--- src/hw/rtl/m4inv_ram.sv ---
// Generic single-port-write, single-port-read RAM with registered read data.
module m4inv_ram #(
  parameter int WIDTH = 32,
  parameter int DEPTH = 16
) (
  input  logic                     clk,
  input  logic                     we,
  input  logic [$clog2(DEPTH)-1:0] waddr,
  input  logic [WIDTH-1:0]         wdata,
  input  logic [$clog2(DEPTH)-1:0] raddr,
  output logic [WIDTH-1:0]         rdata
);

  logic [WIDTH-1:0] mem [DEPTH];

  always_ff @(posedge clk) begin
    if (we) begin
      mem[waddr] <= wdata;
    end
    rdata <= mem[raddr];
  end

endmodule

--- config.mk ---
export PLATFORM = sky130hd
export DESIGN_NAME = m4inv_ram
export DESIGN_NICKNAME = d
export VERILOG_FILES = /design/src/hw/rtl/m4inv_ram.sv
export SDC_FILE = /design/constraint.sdc
export NUM_CORES = 1
export LEC_CHECK = 0
export ABC_AREA = 1
export BUFFER_PORTS_ARGS = -buffer_cell sky130_fd_sc_hd__buf_2
export CORE_ASPECT_RATIO = 0.7
export CORE_MARGIN = 4
export CORE_UTILIZATION = 50
export DETAILED_ROUTE_END_ITERATION = 12
export GPL_TIMING_DRIVEN = 0
export HOLD_SLACK_MARGIN = 0.08
export PLACE_DENSITY = 0.66
export REMOVE_ABC_BUFFERS = 1
export SLEW_MARGIN = 20
export SYNTH_ARGS = -nofsm -noshare
export SYNTH_HDL_FRONTEND = slang
export SYNTH_SLANG_ARGS = --single-unit
--- constraint.sdc ---
create_clock -name clk -period 7.2 [get_ports clk]
set_input_delay 1.8 -clock clk [delete_from_list [all_inputs] [get_ports clk]]
set_output_delay 1.8 -clock clk [all_outputs]
set_load 0.01 [all_outputs]
; Yosys cells after proc, flatten, opt, wreduce, memory -nomap -nowiden
; Memory sizes are Yosys's and may differ from the RTL's. A register that Yosys moved wholly into a read port is not among the register bits.
; Cells that the tools add are included.
[totals]
register_bits = 0
latchBits = 0
ramBits = 512
romBits = 0
input_bits = 42
wordCells = 3
memories = 1
[classes]
n_addsub = 0
n_mul = 0
div_mod_pow = 0
n_lt_le_gt_ge = 0
eq_ne = 0
shift = 0
mux = 2
n_bitwise = 0
n_reduce_logical = 0
[memory_table]
columns = name, words, width, read_ports, rd_ports_with_merged_regs, wr, line
row1 = mem, 16, 32, 1, 1, 1, 14  ; logic [WIDTH-1:0] mem [DEPTH];
[ops]
columns = cell, n
row1 = 1-bit 2-to-1 mux, 2

; Longest topological paths before layout
[depth]
word_depth = 2
mapped_depth = 10
mapped_depth_nobuf = 7

; Worst setup path after synthesis
; OpenSTA, ideal clock, no wires.
[synth_path]
kind = input-to-reg
start = in waddr[2]
end = mem mem[10][0], enable pin
arrival_ns = 3.372
slack_ns = 3.407
path_stages = 2
path_buffers = 0
path_cell_list = nand3b_1 > nor2_1
[synth_rtl]
columns = element, line
row1 = start: declaration, 8  ; input logic [$clog2(DEPTH)-1:0] waddr,
row2 = end: declaration, 14
; Straight into the memory's write port.

==> summary.md <==
| Metric | Value |
|---|---|
| Status | finished, final reports clean |
| Compound-Gate Fraction of Synth Area | 0% |
| Storage cell area | 16000 sq um |
| Post-Syn Instances | between 2000 and 2500 |
| DIE WIDTH | 263 um |
| Post-synthesis area per instance | approximately 11 sq um |
| WL per Instance | 18.6 um |
| Post-synth top area share | 67.6% |
| Setup Fix Bufs, Post-CTS | 0 |
| Fillers | around 3600 |
| Peak VDD IR | roughly 0.18 mV |
| Max-slew violations | 0 |
| Vias in the first global route | ~14000 |
| RSZ-0062 raised after global routing | false |
| GRT Util Overall | 21.2% |
| Cts bufs inserted | 50 |
| CTS Root Cell | clkbuf_16 |
| CTS Buffer Depth | 3 |
| Post-synthesis mux area share | 0% |
| Flops & latches, synth | ~540 |
| CTS tree | yes |
| Final setup fails | 0 |
| Multi-input logic area | about 4700 sq um |
| Clock tree sinks | between 500 and 600 |
| Warnings, synthesis | 0 |
| Largest net degree at the start of global routing | 130 |
| Synth area leader | edfxtp_1 |
| # rows | between 60 and 70 |
| First DRT Iteration DRCs | ~1500 |
| DRC viols | 0 |
| Post-synthesis cell area | between 20000 and 25000 sq um |
| Synth cell types | 15 |
| CP Class | input pin to flip-flop |
| First-pass GRT wire length | between 80000 and 90000 um |
| Clock Power Share | ~40% |
| CTS Hold Bufs | 0 |
| Worst hold path type | flip-flop to flip-flop |
| Share of cells above drive strength 1 | around a tenth |
| Final period util | between 40 and 50% |
| Leakage Power | ~11 nW |
| Vias/cell | between 5 and 6 |
| Fmax | between 200 and 300 MHz |
| Clk pin slew, worst setup/hold paths | around 0.06 ns |
| CP Launch Type | input pin |
| Worst Path Required | between 7 and 8 ns |
| PD cells | between 200 and 300 nW/um^2 |
| Internal | around 5.1 mW |
| DRT Pass-1 Iters | 5 |
| Skew final | just under 0.01 ns |
| Most frequent cells in the layout | 677 x nand2_1, 512 x edfxtp_1, 386 x inv_1, 385 x nand3_1, 70 x buf_2 |
| Sw Ratio | roughly 22% |
| Post-layout min period | between 3 and 4 ns |
| WP data arrival | a little under 4 ns |
| Port bufs | 73 |
| Post-CTS sizing | 0 |
| Core ar. | 45000 sq um |
| Setup crit end kind | flip-flop |
| Die area | 49000 sq um |
| Post-Synth Adder-Cell Area | 0% |
| Worst min-delay path startpoint | mem[10][30] |
| Final Hold Viols | 0 |
| Initial core utilization | approximately half |
| Reg2Reg Launch Point | mem[0][22] |
| Relative slew slack | between 10% and 20% |
| Antenna violations before repair | 2 |
| I/O Pins | 74 |
| H-tree levels | 2 |
| Layout area overhead | 14.0% |
| Setup TNS | 0 ns |
| Nets | about 2200 |
| Largest family of logic cells by synthesized area | simple AND/OR/NAND/NOR gates |
| Global route overflow | 0 |
| Placer Congestion | 0.714 |
| Max Fanout on Critical Path | approximately 130 |
| Max-capacitance violation count | 0 |
| Worst Max-Slew Pin Slew | approximately 1.2 ns |
| Worst Setup Slack, final | 3.69 ns |
| Setup crit start | raddr[0] |
| WL final | approximately 53000 um |
| Simple-gate share of the synthesized area | between 20% and 30% |
| Area contributors post-synth | edfxtp_1 68%, nand2_1 11%, nand3_1 8.5%, inv_1 6.4%, dfxtp_1 2.8% |
| Total power | around 6.6 mW |
| Gate power share | between 6 and 7% |
| Commonest non-fill, non-tap cell in the layout | nand2_1 |
| Clock insertion delay at the later pin of the skew report | about 0.57 ns |
| WHS | about 0.64 ns |
| Post-route ant nets | 0 |
| Pre-CTS setup slack | between 3 and 4 ns |
| DIE HEIGHT | between 150 and 200 um |
| Sequential area share after synthesis | a little over two thirds |
| Psw | approximately 1.4 mW |
| Sequential share of power | between 50% and 60% |
| XOR/XNOR Fraction of Synth Area | 0% |
| Routed vias | ~15000 |
| Post-DP HPWL | around 29000 um |
worst max-delay path, stage by stage:
cell,delay [ns]
buf_8,0.20
buf_16,0.29
inv_12,0.42
buf_16,0.49
nand2_1,0.11
nand3_1,0.10
nand3_1,0.14
nand3_1,0.13
nand2_1,0.09
power groups by stage:
stage          sequential [mW]  combinational, mW  clock [mW]
4_1_cts                   3.56              0.421        2.65
3_5_place_dp              3.63              0.418           0
2_1_floorplan             3.63              0.185           0
3_3_place_gp              3.63              0.399           0
5_1_grt                   3.56              0.465        2.78
6_report                  3.56              0.419        2.60
through the flow:
step / instance area, sq um / utilization [%] / instances
after floorplan: 22000 / - / 2015
after global placement: 23100 / 51.5 / 2691
after detailed placement: 24300 / 54.0 / 2729
after CTS: 25900 / 57.6 / 2822
after global routing: 25900 / 57.6 / 2823
final: 25900 / 57.6 / 2823
cell families (layout without fill, tap and decap cells):
kind of cell  after synthesis  count (layout)
flops                     544             544
other cells                 0               1
simple gates             1081            1081
buf+inv                   495             594
cell type report:
cell class	instances	area share, %
Antenna cell	1	0.00966
Clock buffer	66	5.50
Clock inverter	27	0.753
Inverter	390	5.74
Multi-Input combinational cell	1081	18.0
Sequential cell	544	61.8
Tap cell	603	2.91
Timing Repair Buffer	111	5.28
Yosys cell counts:
cell and count:
buf_12 1, clkbuf_1 14, buf_2 41, inv_4 1, inv_1 388, buf_1 14
nand3_1 385, dfxtp_1 32, buf_6 29, buf_4 6, nand2_1 677, edfxtp_1 512
nand3b_1 2, nor2_1 17, inv_2 1
worst paths after layout:
kind	endpoint	slack, ns	depth (start not counted)
max reg2reg	rdata[22]	6.11	6
max	rdata[22]	3.69	9
min reg2reg	rdata[30]	0.64	6
min	rdata[30]	0.64	6
state kept, by name (all words and copies together), names as in the netlist:
register	count
rdata	32
mem	512
routing by layer:
metal | track usage, % | part of all wire (%) | vias to the layer above
met5 | 0 | 0.027 | -
met4 | 6.70 | 2.6 | 2
met3 | 3.68 | 7.9 | 111
met2 | 33.2 | 46 | 569
met1 | 30.6 | 44 | 6873
li1 | - | - | 6966
Note: power is estimated with default switching activity, not from simulation.
